[config.mk]
export PLATFORM = sky130hd
export DESIGN_NAME = gantry_stepper_sequencer
export DESIGN_NICKNAME = d
export VERILOG_FILES = /design/src/gss_pkg.sv /design/src/gantry_stepper_sequencer.sv /design/src/gss_regs.sv /design/src/gss_seq.sv
export SDC_FILE = /design/constraint.sdc
export NUM_CORES = 1
export LEC_CHECK = 0
export ABC_AREA = 1
export ABC_CLOCK_PERIOD_IN_PS = 9850
export BUFFER_PORTS_ARGS = -buffer_cell sky130_fd_sc_hd__buf_2
export CAP_MARGIN = 10
export CORE_ASPECT_RATIO = 1.25
export CORE_MARGIN = 8
export CORE_UTILIZATION = 40
export DETAILED_ROUTE_END_ITERATION = 8
export PLACE_DENSITY = 0.68
export SYNTH_ARGS = -nofsm -noshare
export SYNTH_HDL_FRONTEND = slang
export SYNTH_SLANG_ARGS = --single-unit
[constraint.sdc]
create_clock -name clk -period 9.85 [get_ports clk]
set_input_delay 0 -clock clk [delete_from_list [all_inputs] [get_ports clk]]
set_output_delay 0 -clock clk [all_outputs]
set_load 0.1 [all_outputs]
[src/gss_pkg.sv]
// Shared types, register map and constants for the gantry stepper sequencer.
package gss_pkg;

	localparam int HOME_SQUARES_DEF = 14;
	localparam int COUNT_WIDTH_DEF  = 16;

	// wide enough for any steps-per-square times home squares product
	localparam int PROD_W = 20;

	localparam int APB_AW = 5;
	localparam int APB_DW = 32;

	// command codes
	localparam logic [2:0] KIND_TICK  = 3'd0;
	localparam logic [2:0] KIND_MOVE  = 3'd1;
	localparam logic [2:0] KIND_HOME  = 3'd2;
	localparam logic [2:0] KIND_RAISE = 3'd3;
	localparam logic [2:0] KIND_LOWER = 3'd4;

	// register indexes
	localparam logic [2:0] REG_X_SPS      = 3'd0;
	localparam logic [2:0] REG_Y_SPS      = 3'd1;
	localparam logic [2:0] REG_Z_TRAVEL   = 3'd2;
	localparam logic [2:0] REG_X_OFFSET   = 3'd3;
	localparam logic [2:0] REG_Y_OFFSET   = 3'd4;
	localparam logic [2:0] REG_X_HALF     = 3'd5;
	localparam logic [2:0] REG_Y_HALF     = 3'd6;
	localparam logic [2:0] REG_Z_HALF     = 3'd7;

	localparam logic [11:0] X_SPS_RST    = 12'd100;
	localparam logic [11:0] Y_SPS_RST    = 12'd100;
	localparam logic [14:0] Z_TRAVEL_RST = 15'd400;
	localparam logic [11:0] X_OFFSET_RST = 12'd0;
	localparam logic [11:0] Y_OFFSET_RST = 12'd0;
	localparam logic [7:0]  X_HALF_RST   = 8'd6;
	localparam logic [7:0]  Y_HALF_RST   = 8'd18;
	localparam logic [7:0]  Z_HALF_RST   = 8'd1;

	localparam logic [3:0] POS_X_RST = 4'd3;
	localparam logic [3:0] POS_Y_RST = 4'd0;

	typedef enum logic [3:0] {
		PH_IDLE    = 4'd0,
		PH_MOVE_X  = 4'd1,
		PH_MOVE_Y  = 4'd2,
		PH_HOME_Z  = 4'd3,
		PH_HY_SEEK = 4'd4,
		PH_HY_BACK = 4'd5,
		PH_HX_SEEK = 4'd6,
		PH_HX_BACK = 4'd7,
		PH_RAISE   = 4'd8,
		PH_LOWER   = 4'd9
	} phase_t;

	typedef enum logic [1:0] {
		AX_X = 2'd0,
		AX_Y = 2'd1,
		AX_Z = 2'd2
	} axis_t;

	typedef struct packed {
		logic [11:0] x_steps_per_square;
		logic [11:0] y_steps_per_square;
		logic [14:0] z_travel_steps;
		logic [11:0] x_home_offset;
		logic [11:0] y_home_offset;
		logic [7:0]  x_half_period;
		logic [7:0]  y_half_period;
		logic [7:0]  z_half_period;
	} cfg_t;

	typedef struct packed {
		logic [2:0] kind;
		logic [3:0] target_x;
		logic [3:0] target_y;
		logic       home_x_switch;
		logic       home_y_switch;
		logic       top_z_switch;
	} cmd_t;

	typedef struct packed {
		logic       x_step;
		logic       x_dir;
		logic       x_enable;
		logic       y_step;
		logic       y_dir;
		logic       y_enable;
		logic       z_step;
		logic       z_dir;
		logic       z_enable;
		logic       busy_res;
		logic [3:0] pos_x_out;
		logic [3:0] pos_y_out;
	} res_t;

	function automatic axis_t axis_of(input phase_t ph);
		axis_t ax;
		ax = AX_Z;
		if (ph == PH_MOVE_X || ph == PH_HX_SEEK || ph == PH_HX_BACK)
			ax = AX_X;
		else if (ph == PH_MOVE_Y || ph == PH_HY_SEEK || ph == PH_HY_BACK)
			ax = AX_Y;
		return ax;
	endfunction

endpackage

[src/gantry_stepper_sequencer.sv]
// Top level of the gantry stepper sequencer: handshake pipeline around the sequencer.
// Drives three step/dir/enable stepper axes. Each input transaction is a command (move,
// home, raise Z, lower Z) or a timer tick, and yields exactly one result transaction
// with the pin levels, busy flag and tracked square position after it. Commands are
// taken only while idle; commands while busy and ticks while idle change nothing.
// One transaction is accepted per clock cycle when the output side keeps up. A command
// passes the input register, then the result register fed by the combinational sequencer update.
// Configuration must be written over APB only while the block is idle; the block does not enforce it.
module gantry_stepper_sequencer #(
	parameter int HOME_SQUARES = gss_pkg::HOME_SQUARES_DEF,
	parameter int COUNT_WIDTH  = gss_pkg::COUNT_WIDTH_DEF
) (
	input  logic                        clk,
	input  logic                        arst_n,
	input  logic                        in_valid,
	output logic                        in_ready,
	input  gss_pkg::cmd_t               in_data,
	output logic                        out_valid,
	input  logic                        out_ready,
	output gss_pkg::res_t               out_data,
	input  logic                        psel,
	input  logic                        penable,
	input  logic                        pwrite,
	input  logic [gss_pkg::APB_AW-1:0]  paddr,
	input  logic [gss_pkg::APB_DW-1:0]  pwdata,
	output logic [gss_pkg::APB_DW-1:0]  prdata,
	output logic                        pready
);

	gss_pkg::cfg_t cfg;
	gss_pkg::cmd_t cmd_s1;
	gss_pkg::res_t res_next;
	logic          valid_s1;
	logic          out_valid_q;
	logic          advance;

	assign advance   = valid_s1 && (!out_valid_q || out_ready);
	assign in_ready  = !valid_s1 || advance;
	assign out_valid = out_valid_q;

	gss_regs u_regs (
		.clk     (clk),
		.arst_n  (arst_n),
		.psel    (psel),
		.penable (penable),
		.pwrite  (pwrite),
		.paddr   (paddr),
		.pwdata  (pwdata),
		.prdata  (prdata),
		.pready  (pready),
		.cfg     (cfg)
	);

	gss_seq #(
		.HOME_SQUARES (HOME_SQUARES),
		.COUNT_WIDTH  (COUNT_WIDTH)
	) u_seq (
		.clk     (clk),
		.arst_n  (arst_n),
		.step_en (advance),
		.cmd     (cmd_s1),
		.cfg     (cfg),
		.res     (res_next)
	);

	always_ff @(posedge clk or negedge arst_n) begin
		if (!arst_n) begin
			valid_s1    <= 1'b0;
			out_valid_q <= 1'b0;
		end else begin
			if (in_ready)
				valid_s1 <= in_valid;
			if (advance)
				out_valid_q <= 1'b1;
			else if (out_ready)
				out_valid_q <= 1'b0;
		end
	end

	always_ff @(posedge clk) begin
		if (in_ready && in_valid)
			cmd_s1 <= in_data;
		if (advance)
			out_data <= res_next;
	end

endmodule

[src/gss_regs.sv]
// APB configuration register file for the gantry stepper sequencer.
module gss_regs (
	input  logic                         clk,
	input  logic                         arst_n,
	input  logic                         psel,
	input  logic                         penable,
	input  logic                         pwrite,
	input  logic [gss_pkg::APB_AW-1:0]   paddr,
	input  logic [gss_pkg::APB_DW-1:0]   pwdata,
	output logic [gss_pkg::APB_DW-1:0]   prdata,
	output logic                         pready,
	output gss_pkg::cfg_t                cfg
);

	logic       wr_en;
	logic [2:0] idx;

	assign pready = 1'b1;
	assign wr_en  = psel & penable & pwrite;
	assign idx    = paddr[4:2];

	always_ff @(posedge clk or negedge arst_n) begin
		if (!arst_n) begin
			cfg.x_steps_per_square <= gss_pkg::X_SPS_RST;
			cfg.y_steps_per_square <= gss_pkg::Y_SPS_RST;
			cfg.z_travel_steps     <= gss_pkg::Z_TRAVEL_RST;
			cfg.x_home_offset      <= gss_pkg::X_OFFSET_RST;
			cfg.y_home_offset      <= gss_pkg::Y_OFFSET_RST;
			cfg.x_half_period      <= gss_pkg::X_HALF_RST;
			cfg.y_half_period      <= gss_pkg::Y_HALF_RST;
			cfg.z_half_period      <= gss_pkg::Z_HALF_RST;
		end else if (wr_en) begin
			unique case (idx)
				gss_pkg::REG_X_SPS:    cfg.x_steps_per_square <= pwdata[11:0];
				gss_pkg::REG_Y_SPS:    cfg.y_steps_per_square <= pwdata[11:0];
				gss_pkg::REG_Z_TRAVEL: cfg.z_travel_steps     <= pwdata[14:0];
				gss_pkg::REG_X_OFFSET: cfg.x_home_offset      <= pwdata[11:0];
				gss_pkg::REG_Y_OFFSET: cfg.y_home_offset      <= pwdata[11:0];
				gss_pkg::REG_X_HALF:   cfg.x_half_period      <= pwdata[7:0];
				gss_pkg::REG_Y_HALF:   cfg.y_half_period      <= pwdata[7:0];
				gss_pkg::REG_Z_HALF:   cfg.z_half_period      <= pwdata[7:0];
			endcase
		end
	end

	always_comb begin
		unique case (idx)
			gss_pkg::REG_X_SPS:    prdata = 32'(cfg.x_steps_per_square);
			gss_pkg::REG_Y_SPS:    prdata = 32'(cfg.y_steps_per_square);
			gss_pkg::REG_Z_TRAVEL: prdata = 32'(cfg.z_travel_steps);
			gss_pkg::REG_X_OFFSET: prdata = 32'(cfg.x_home_offset);
			gss_pkg::REG_Y_OFFSET: prdata = 32'(cfg.y_home_offset);
			gss_pkg::REG_X_HALF:   prdata = 32'(cfg.x_half_period);
			gss_pkg::REG_Y_HALF:   prdata = 32'(cfg.y_half_period);
			gss_pkg::REG_Z_HALF:   prdata = 32'(cfg.z_half_period);
		endcase
	end

endmodule

[src/gss_seq.sv]
// Sequencer state and per-transaction next-state / pin logic.
module gss_seq #(
	parameter int HOME_SQUARES = gss_pkg::HOME_SQUARES_DEF,
	parameter int COUNT_WIDTH  = gss_pkg::COUNT_WIDTH_DEF
) (
	input  logic           clk,
	input  logic           arst_n,
	input  logic           step_en,
	input  gss_pkg::cmd_t  cmd,
	input  gss_pkg::cfg_t  cfg,
	output gss_pkg::res_t  res
);

	localparam int PW = gss_pkg::PROD_W;

	gss_pkg::phase_t        phase_q, n_phase;
	logic [COUNT_WIDTH-1:0] step_q, n_step;
	logic [7:0]             tick_q, n_tick;
	logic                   pulse_q, n_pulse;
	logic [3:0]             pos_x_q, n_pos_x;
	logic [3:0]             pos_y_q, n_pos_y;
	logic [3:0]             goal_x_q, n_goal_x;
	logic [3:0]             goal_y_q, n_goal_y;
	logic [2:0]             dir_q, n_dir;
	logic [2:0]             en_q, n_en;

	function automatic logic [COUNT_WIDTH-1:0] sat(input logic [PW-1:0] v);
		logic [COUNT_WIDTH-1:0] r;
		r = COUNT_WIDTH'(v);
		if ((32'(v) >> COUNT_WIDTH) != 32'd0)
			r = '1;
		return r;
	endfunction

	// next state
	always_comb begin : next_state
		logic            ent;
		gss_pkg::phase_t ent_ph;
		logic [PW-1:0]   ent_cnt;
		logic            ent_dir;
		logic            to_idle;
		logic            hit;
		logic [7:0]      half;
		logic [3:0]      gx, gy, dx, dy;
		gss_pkg::axis_t  ax;
		gss_pkg::axis_t  ent_ax;
		logic            y_ent;
		logic [PW-1:0]   y_cnt;

		n_phase  = phase_q;
		n_step   = step_q;
		n_tick   = tick_q;
		n_pulse  = pulse_q;
		n_pos_x  = pos_x_q;
		n_pos_y  = pos_y_q;
		n_goal_x = goal_x_q;
		n_goal_y = goal_y_q;
		n_dir    = dir_q;
		n_en     = en_q;
		ent      = 1'b0;
		ent_ph   = gss_pkg::PH_IDLE;
		ent_cnt  = '0;
		ent_dir  = 1'b0;
		to_idle  = 1'b0;
		hit      = 1'b0;

		gx = (phase_q == gss_pkg::PH_IDLE) ? cmd.target_x : goal_x_q;
		gy = (phase_q == gss_pkg::PH_IDLE) ? cmd.target_y : goal_y_q;
		dx = (gx > pos_x_q) ? gx - pos_x_q : pos_x_q - gx;
		dy = (gy > pos_y_q) ? gy - pos_y_q : pos_y_q - gy;
		y_ent = (gy != pos_y_q);
		y_cnt = PW'(dy) * PW'(cfg.y_steps_per_square);

		ax = gss_pkg::axis_of(phase_q);
		unique case (ax)
			gss_pkg::AX_X: half = cfg.x_half_period;
			gss_pkg::AX_Y: half = cfg.y_half_period;
			default:       half = cfg.z_half_period;
		endcase

		if (phase_q == gss_pkg::PH_IDLE) begin
			priority if (cmd.kind == gss_pkg::KIND_MOVE) begin
				n_goal_x = cmd.target_x;
				n_goal_y = cmd.target_y;
				if (gx != pos_x_q) begin
					ent     = 1'b1;
					ent_ph  = gss_pkg::PH_MOVE_X;
					ent_cnt = PW'(dx) * PW'(cfg.x_steps_per_square);
					ent_dir = (gx < pos_x_q);
				end else if (y_ent) begin
					ent     = 1'b1;
					ent_ph  = gss_pkg::PH_MOVE_Y;
					ent_cnt = y_cnt;
					ent_dir = (gy > pos_y_q);
				end else begin
					n_pos_x = gx;
					to_idle = 1'b1;
				end
			end else if (cmd.kind == gss_pkg::KIND_HOME) begin
				ent     = 1'b1;
				ent_ph  = gss_pkg::PH_HOME_Z;
				ent_cnt = PW'({cfg.z_travel_steps, 1'b0});
			end else if (cmd.kind == gss_pkg::KIND_RAISE) begin
				ent     = 1'b1;
				ent_ph  = gss_pkg::PH_RAISE;
				ent_cnt = PW'({cfg.z_travel_steps, 1'b0});
			end else if (cmd.kind == gss_pkg::KIND_LOWER) begin
				ent     = 1'b1;
				ent_ph  = gss_pkg::PH_LOWER;
				ent_cnt = PW'(cfg.z_travel_steps);
				ent_dir = 1'b1;
			end else begin
				ent = 1'b0;
			end
		end else if (cmd.kind == gss_pkg::KIND_TICK) begin
			if (phase_q == gss_pkg::PH_HOME_Z || phase_q == gss_pkg::PH_RAISE)
				hit = cmd.top_z_switch;
			else if (phase_q == gss_pkg::PH_HY_SEEK)
				hit = cmd.home_y_switch;
			else if (phase_q == gss_pkg::PH_HX_SEEK)
				hit = cmd.home_x_switch;

			priority if (tick_q > 8'd1) begin
				n_tick = tick_q - 8'd1;
			end else if (pulse_q) begin
				n_pulse = 1'b0;
				n_tick  = half;
			end else if (step_q == '0 || hit) begin
				// segment finished: pick the next one
				unique case (phase_q)
					gss_pkg::PH_MOVE_X: begin
						n_en[gss_pkg::AX_X] = 1'b0;
						if (y_ent) begin
							ent     = 1'b1;
							ent_ph  = gss_pkg::PH_MOVE_Y;
							ent_cnt = y_cnt;
							ent_dir = (gy > pos_y_q);
						end else begin
							n_pos_x = goal_x_q;
							to_idle = 1'b1;
						end
					end
					gss_pkg::PH_MOVE_Y: begin
						n_en[gss_pkg::AX_Y] = 1'b0;
						n_pos_x = goal_x_q;
						n_pos_y = goal_y_q;
						to_idle = 1'b1;
					end
					gss_pkg::PH_HOME_Z: begin
						n_en[gss_pkg::AX_Z] = 1'b0;
						ent     = 1'b1;
						ent_ph  = gss_pkg::PH_HY_SEEK;
						ent_cnt = PW'(cfg.y_steps_per_square) * PW'(HOME_SQUARES);
					end
					gss_pkg::PH_HY_SEEK: begin
						ent     = 1'b1;
						ent_ph  = gss_pkg::PH_HY_BACK;
						ent_cnt = PW'(cfg.y_home_offset);
						ent_dir = 1'b1;
					end
					gss_pkg::PH_HY_BACK: begin
						n_en[gss_pkg::AX_Y] = 1'b0;
						ent     = 1'b1;
						ent_ph  = gss_pkg::PH_HX_SEEK;
						ent_cnt = PW'(cfg.x_steps_per_square) * PW'(HOME_SQUARES);
						ent_dir = 1'b1;
					end
					gss_pkg::PH_HX_SEEK: begin
						ent     = 1'b1;
						ent_ph  = gss_pkg::PH_HX_BACK;
						ent_cnt = PW'(cfg.x_home_offset);
					end
					gss_pkg::PH_HX_BACK: begin
						n_en[gss_pkg::AX_X] = 1'b0;
						n_pos_x = '0;
						n_pos_y = '0;
						to_idle = 1'b1;
					end
					default: begin
						// raise, lower, or Z limit stop
						n_en[gss_pkg::AX_Z] = 1'b0;
						to_idle = 1'b1;
					end
				endcase
			end else begin
				n_step  = step_q - 1'b1;
				n_pulse = 1'b1;
				n_tick  = half;
			end
		end

		ent_ax = gss_pkg::axis_of(ent_ph);
		if (ent) begin
			n_phase        = ent_ph;
			n_step         = sat(ent_cnt);
			n_pulse        = 1'b0;
			n_tick         = '0;
			n_dir[ent_ax]  = ent_dir;
			n_en[ent_ax]   = 1'b1;
		end else if (to_idle) begin
			n_phase = gss_pkg::PH_IDLE;
			n_step  = '0;
			n_tick  = '0;
			n_pulse = 1'b0;
		end
	end

	// pin levels after this transaction
	always_comb begin : pin_out
		gss_pkg::axis_t oax;
		logic           act;
		oax = gss_pkg::axis_of(n_phase);
		act = (n_phase != gss_pkg::PH_IDLE);
		res.x_step    = act && oax == gss_pkg::AX_X && n_pulse;
		res.y_step    = act && oax == gss_pkg::AX_Y && n_pulse;
		res.z_step    = act && oax == gss_pkg::AX_Z && n_pulse;
		res.x_dir     = n_dir[0];
		res.y_dir     = n_dir[1];
		res.z_dir     = n_dir[2];
		res.x_enable  = n_en[0];
		res.y_enable  = n_en[1];
		res.z_enable  = n_en[2];
		res.busy_res  = act;
		res.pos_x_out = n_pos_x;
		res.pos_y_out = n_pos_y;
	end

	always_ff @(posedge clk or negedge arst_n) begin
		if (!arst_n) begin
			phase_q <= gss_pkg::PH_IDLE;
			step_q  <= '0;
			tick_q  <= '0;
			pulse_q <= 1'b0;
			pos_x_q <= gss_pkg::POS_X_RST;
			pos_y_q <= gss_pkg::POS_Y_RST;
			dir_q   <= '0;
			en_q    <= '0;
		end else if (step_en) begin
			phase_q <= n_phase;
			step_q  <= n_step;
			tick_q  <= n_tick;
			pulse_q <= n_pulse;
			pos_x_q <= n_pos_x;
			pos_y_q <= n_pos_y;
			dir_q   <= n_dir;
			en_q    <= n_en;
		end
	end

	always_ff @(posedge clk) begin
		if (step_en) begin
			goal_x_q <= n_goal_x;
			goal_y_q <= n_goal_y;
		end
	end

`ifndef SYNTHESIS
	a_idle_quiet: assert property (@(posedge clk) disable iff (!arst_n)
		phase_q == gss_pkg::PH_IDLE |-> !pulse_q && step_q == '0 && tick_q == '0)
		else $error("idle with pulse or counters pending");

	a_hold_when_stalled: assert property (@(posedge clk) disable iff (!arst_n)
		!step_en |=> $stable(phase_q) && $stable(step_q) && $stable(pos_x_q))
		else $error("state changed without a transaction");

	a_tick_idle_ignored: assert property (@(posedge clk) disable iff (!arst_n)
		step_en && phase_q == gss_pkg::PH_IDLE && cmd.kind == gss_pkg::KIND_TICK
		|=> phase_q == gss_pkg::PH_IDLE && $stable(en_q))
		else $error("tick while idle started motion");

	a_busy_cmd_ignored: assert property (@(posedge clk) disable iff (!arst_n)
		step_en && phase_q != gss_pkg::PH_IDLE && cmd.kind != gss_pkg::KIND_TICK
		|=> $stable(phase_q) && $stable(step_q) && $stable(tick_q))
		else $error("command while busy changed state");
`endif

endmodule

==> results.txt <==
----------------------------------------------------
[Status]
  Run status ... finished clean

[Min path]
  Hold Path Sink ... u_regs.cfg[12]
  Hold_sp ... paddr[2]
  Hold path cells ... 5
  Kind of path behind the tightest hold check ... input port to flop

[Floorplanning]
  Initial core utilization ... about 40%
  Io pins ... ~110
  Chip Width ... 185 microns
  Die H ... around 230 microns
  Num rows ... 77
  Core area ... ~35000 sq um
  Die area ... between 40000 and 50000 sq um

[Yosys]
  Fraction of the yosys area taken by sequential cells ... 31.8%
  Synth area leaders ... sky130_fd_sc_hd__dfrtp_1 (20%), sky130_fd_sc_hd__nand2_1 (12%), sky130_fd_sc_hd__fa_1 (9.6%), sky130_fd_sc_hd__edfxtp_1 (8.5%), sky130_fd_sc_hd__ha_1 (7.5%)
  Mean cell area of the mapped netlist ... 7.52 sq um
  Yosys cell types ... 52
  Total number of yosys warnings ... 0
  Fraction of synthesized cell area taken by the top area cell type ... 20.4%
  Number of flip-flops and latches in the synthesized netlist ... 172
  Syn Inst Count ... approximately 1900
  Netlist area before placement ... between 10000 and 15000 sq um
  Top cell type by total area after synthesis ... sky130_fd_sc_hd__dfrtp_1

[Critical path]
  Destination of the worst register-to-register timing path ... u_seq.step_q[11]
  Crit path buffers/inverters ... 5
  Required arrival time at the worst endpoint ... 10.23 ns
  Classification of the worst setup path ... flop to flop
  Critical path data arrival time ... between 7 and 8 ns
  Critical Path Slowest Stage Cell ... sky130_fd_sc_hd__xor2_1
  CP max stage delay ... approximately 0.87 ns
  Critical Path Sink Type ... flop
  Reg2Reg Launch Point ... u_seq.phase_q[1]
  Most frequent CP cell ... sky130_fd_sc_hd__nand2_1
  Crit-path max FO ... 25
  Internal reg-to-reg setup slack ... 2.55 ns
  Worst Reg-to-Reg Cells ... 32
  Kind of start point of the critical path ... flop
  Top Family by Delay on Critical Path ... simple AND/OR/NAND/NOR gates

[Layout]
  Final cell count without fillers ... 2466
  Ratio of cells with drive above 1 in the final layout ... a little under a tenth
  Most used cells in the layout excluding fill and tap cells ... sky130_fd_sc_hd__nand2_1 (468), sky130_fd_sc_hd__inv_1 (246), sky130_fd_sc_hd__o21ai_0 (181)
  FILL cells ... between 3000 and 4000
  Layout overhead on the synthesized area ... 11.8%
  Final net count ... ~2200
  Antenna fix cells ... 0
  Commonest non-fill, non-tap cell in the layout ... sky130_fd_sc_hd__nand2_1
  Finished Cell Area ... ~16000 sq um

[STA]
  Fmax ... 137 MHz
  Period Utilization, post-route ... roughly three quarters
  Final Max Tran Viols ... 0
  Final Critical Period ... roughly 7.3 ns
  Worst Clk Skew ... roughly 0.011 ns
  Setup TNS ... 0 ns
  Setup Viol. Count Final ... 0
  Pin slew with the least headroom to its limit ... 1.09 ns
  Unrepaired setup endpoints after global routing ... no
  Final number of hold-violating endpoints ... 0
  Headroom to the max-slew limit ... between 20% and 30%
  Post-route worst hold slack ... between 0.08 and 0.09 ns

[Power]
  Relative contribution of sequential cells to total power ... 18.8%
  Total power of the final layout ... 5.91 mW
  Leakage component of the power ... between 7 and 8 nW
  Total power density per cell area ... 372 nW/um^2
  Net Switching ... 3.34 mW
  VDD IR-drop max ... between 0.00015 and 0.0002 V
  Switching share of power ... around 56%
  Clock network fraction of design power ... ~11%
  Cell internal power dissipation ... around 2.6 mW
  Combinational power share ... between 70% and 80%

[Clock tree]
  Total CTS buffers ... 17
  PostCTS Resize Cnt ... 0
  Buffer depth of the longest clock path ... 2
  H-Tree Depth ... 4
  Clock input transition at the sequential cells of the worst setup and hold paths ... approximately 0.070 ns
  Clock latency of the later-clocked register in the worst-skew pair ... 0.45 ns
  Clock Sink Count ... around 170
  Post-CTS setup-driven buffer insertion count ... 0
  Clock tree from TritonCTS ... done
  Buffer cell driving the clock tree root ... sky130_fd_sc_hd__clkbuf_16

[Route]
  Via count of the routed design ... roughly 13000
  DRT Pass-1 Iters ... 6
  Number of nets with antenna violations after routing ... 0
  1st-iter DRT viols ... 1317
  Final routed wire length divided by cell count ... approximately 18 microns
  Detailed Route WL ... 44.1 mm
  Vias per std cell ... about 5.4
  Total DRC errors in the routed layout ... 0

[Placement]
  Total instance count after detailed placement ... 2400
  Last weighted congestion value of the routability-driven placer ... just under 1
  Number of I/O port buffers ... between 70 and 80
  Post-Place Cell Area ... between 10000 and 15000 sq um
  Detailed-placement wirelength estimate ... approximately 35 mm

[GRT]
  Vias in the first global route ... between 10000 and 15000
  Global route overflow ... 0
  All-layer global routing usage ... between 20% and 30%
  Largest net degree at the start of global routing ... 69
  Initial antenna violation count ... 0
  Global-route wire length before repair ... 68.9 mm

[Flow run]
  Number of maximum-capacitance violations ... 0

----------------------------------------------------
-- cells by family after synthesis --
group	after synthesis	synth area share [%]
and+or+nand+nor	785	23.0
AOI/OAI and AO/OA	411	16.4
buffers and inverters	332	9.41
DFF	172	31.8
adders and majority gates	153	17.1
xor gates and xnor gates	34	2.10
other	2	0.0529
muxes	1	0.0705
-- final cells by class --
type	instances	area, sq um	area share [%]
Sequential cell	172	4520	28.5
Inverter	271	1020	6.41
Clock inverter	11	78.8	0.496
Tap cell	474	593	3.73
Clock buffer	21	482	3.03
Timing Repair Buffer	115	772	4.86
Multi-Input combinational cell	1402	8410	53.0
-- how the worst max path moves through the flow --
| stage | end | cells past startpoint | start | slack (ns) |
|---|---|---|---|---|
| finish | u_seq.step_q[11] | 32 | u_seq.phase_q[1] | 2.55 |
| global placement | u_seq.step_q[8] | 28 | u_seq.phase_q[1] | 2.81 |
| detailed placement | u_seq.step_q[11] | 32 | u_seq.phase_q[1] | 2.70 |
| global route | u_seq.step_q[11] | 32 | u_seq.phase_q[1] | 1.90 |
| floorplan | u_seq.step_q[11] | 37 | u_seq.phase_q[1] | 4.21 |
| CTS | u_seq.step_q[11] | 32 | u_seq.phase_q[1] | 2.65 |
-- tightest hold or removal path, delay by kind of cell --
kind                   cells  cell delay [ns]
and+or+nand+nor            2             0.16
buffers and inverters      2             0.33
AOI/OAI and AO/OA          1             0.05
-- power by group through the flow --
stage	clock [mW]	sequential, mW	combinational [mW]
after CTS	0.661	1.11	4.14
after global routing	0.689	1.13	4.66
after global placement	0	1.11	4.02
after floorplan	0	1.20	3.00
after detailed placement	0	1.12	4.09
final	0.655	1.11	4.15
-- routing by layer --
layer  track usage (%)  share of wire, %  vias up
met3              2.56               5.1      114
li1                  -                 -     6377
met4              10.6               4.8        0
met2              36.0                48      502
met5                 0                 0        -
met1              25.9                42     6324
-- per-stage QoR --
| step | utilization, % | worst slack [ns] |
|---|---|---|
| floorplan | - | 4.21 |
| global placement | 42.6 | 2.81 |
| detailed placement | 42.6 | 2.70 |
| CTS | 45.2 | 2.65 |
| global route | 45.2 | 1.90 |
| finish | 45.2 | 2.55 |
-- registers in the layout (all words and copies together), names as in the netlist, 4 cells and up --
name            count
u_seq.goal_x_q      4
u_seq.phase_q       4
u_seq.step_q       16
u_seq.goal_y_q      4
u_regs.cfg         87
u_seq.pos_x_q       4
cmd_s1             14
out_data           18
u_seq.pos_y_q       4
u_seq.tick_q        8
-- Yosys cell counts, drive strengths merged --
| cell type | n |
|---|---|
| o32ai | 1 |
| o221ai | 5 |
| inv | 266 |
| xnor2 | 15 |
| buf | 29 |
| nor3 | 19 |
| dfstp | 16 |
| o2111ai | 2 |
| edfxtp | 40 |
| and2 | 1 |
| nor2 | 174 |
| nand2 | 476 |
| nand2b | 1 |
| a21oi | 96 |
| clkinv | 5 |
| mux2i | 1 |
| o21ai | 190 |
| o211ai | 25 |
| o21a | 5 |
| dfrtp | 116 |
| o21bai | 4 |
| xor2 | 19 |
| or2 | 8 |
| o22ai | 47 |
| a21o | 3 |
| clkbuf | 32 |
| and3 | 1 |
| nand3 | 76 |
| nand3b | 8 |
| conb | 2 |
| nor4 | 2 |
| o2bb2ai | 1 |
| o31ai | 1 |
| a221oi | 15 |
| nand4 | 19 |
| fa | 68 |
| ha | 85 |
| a22o | 1 |
| a31oi | 15 |
-- timing repair --
item,in CTS,in global routing
setup endpoints to repair,0,0
hold endpoints to repair,135,0
hold buffers,34,0
Note: power is estimated with default switching activity, not from simulation.
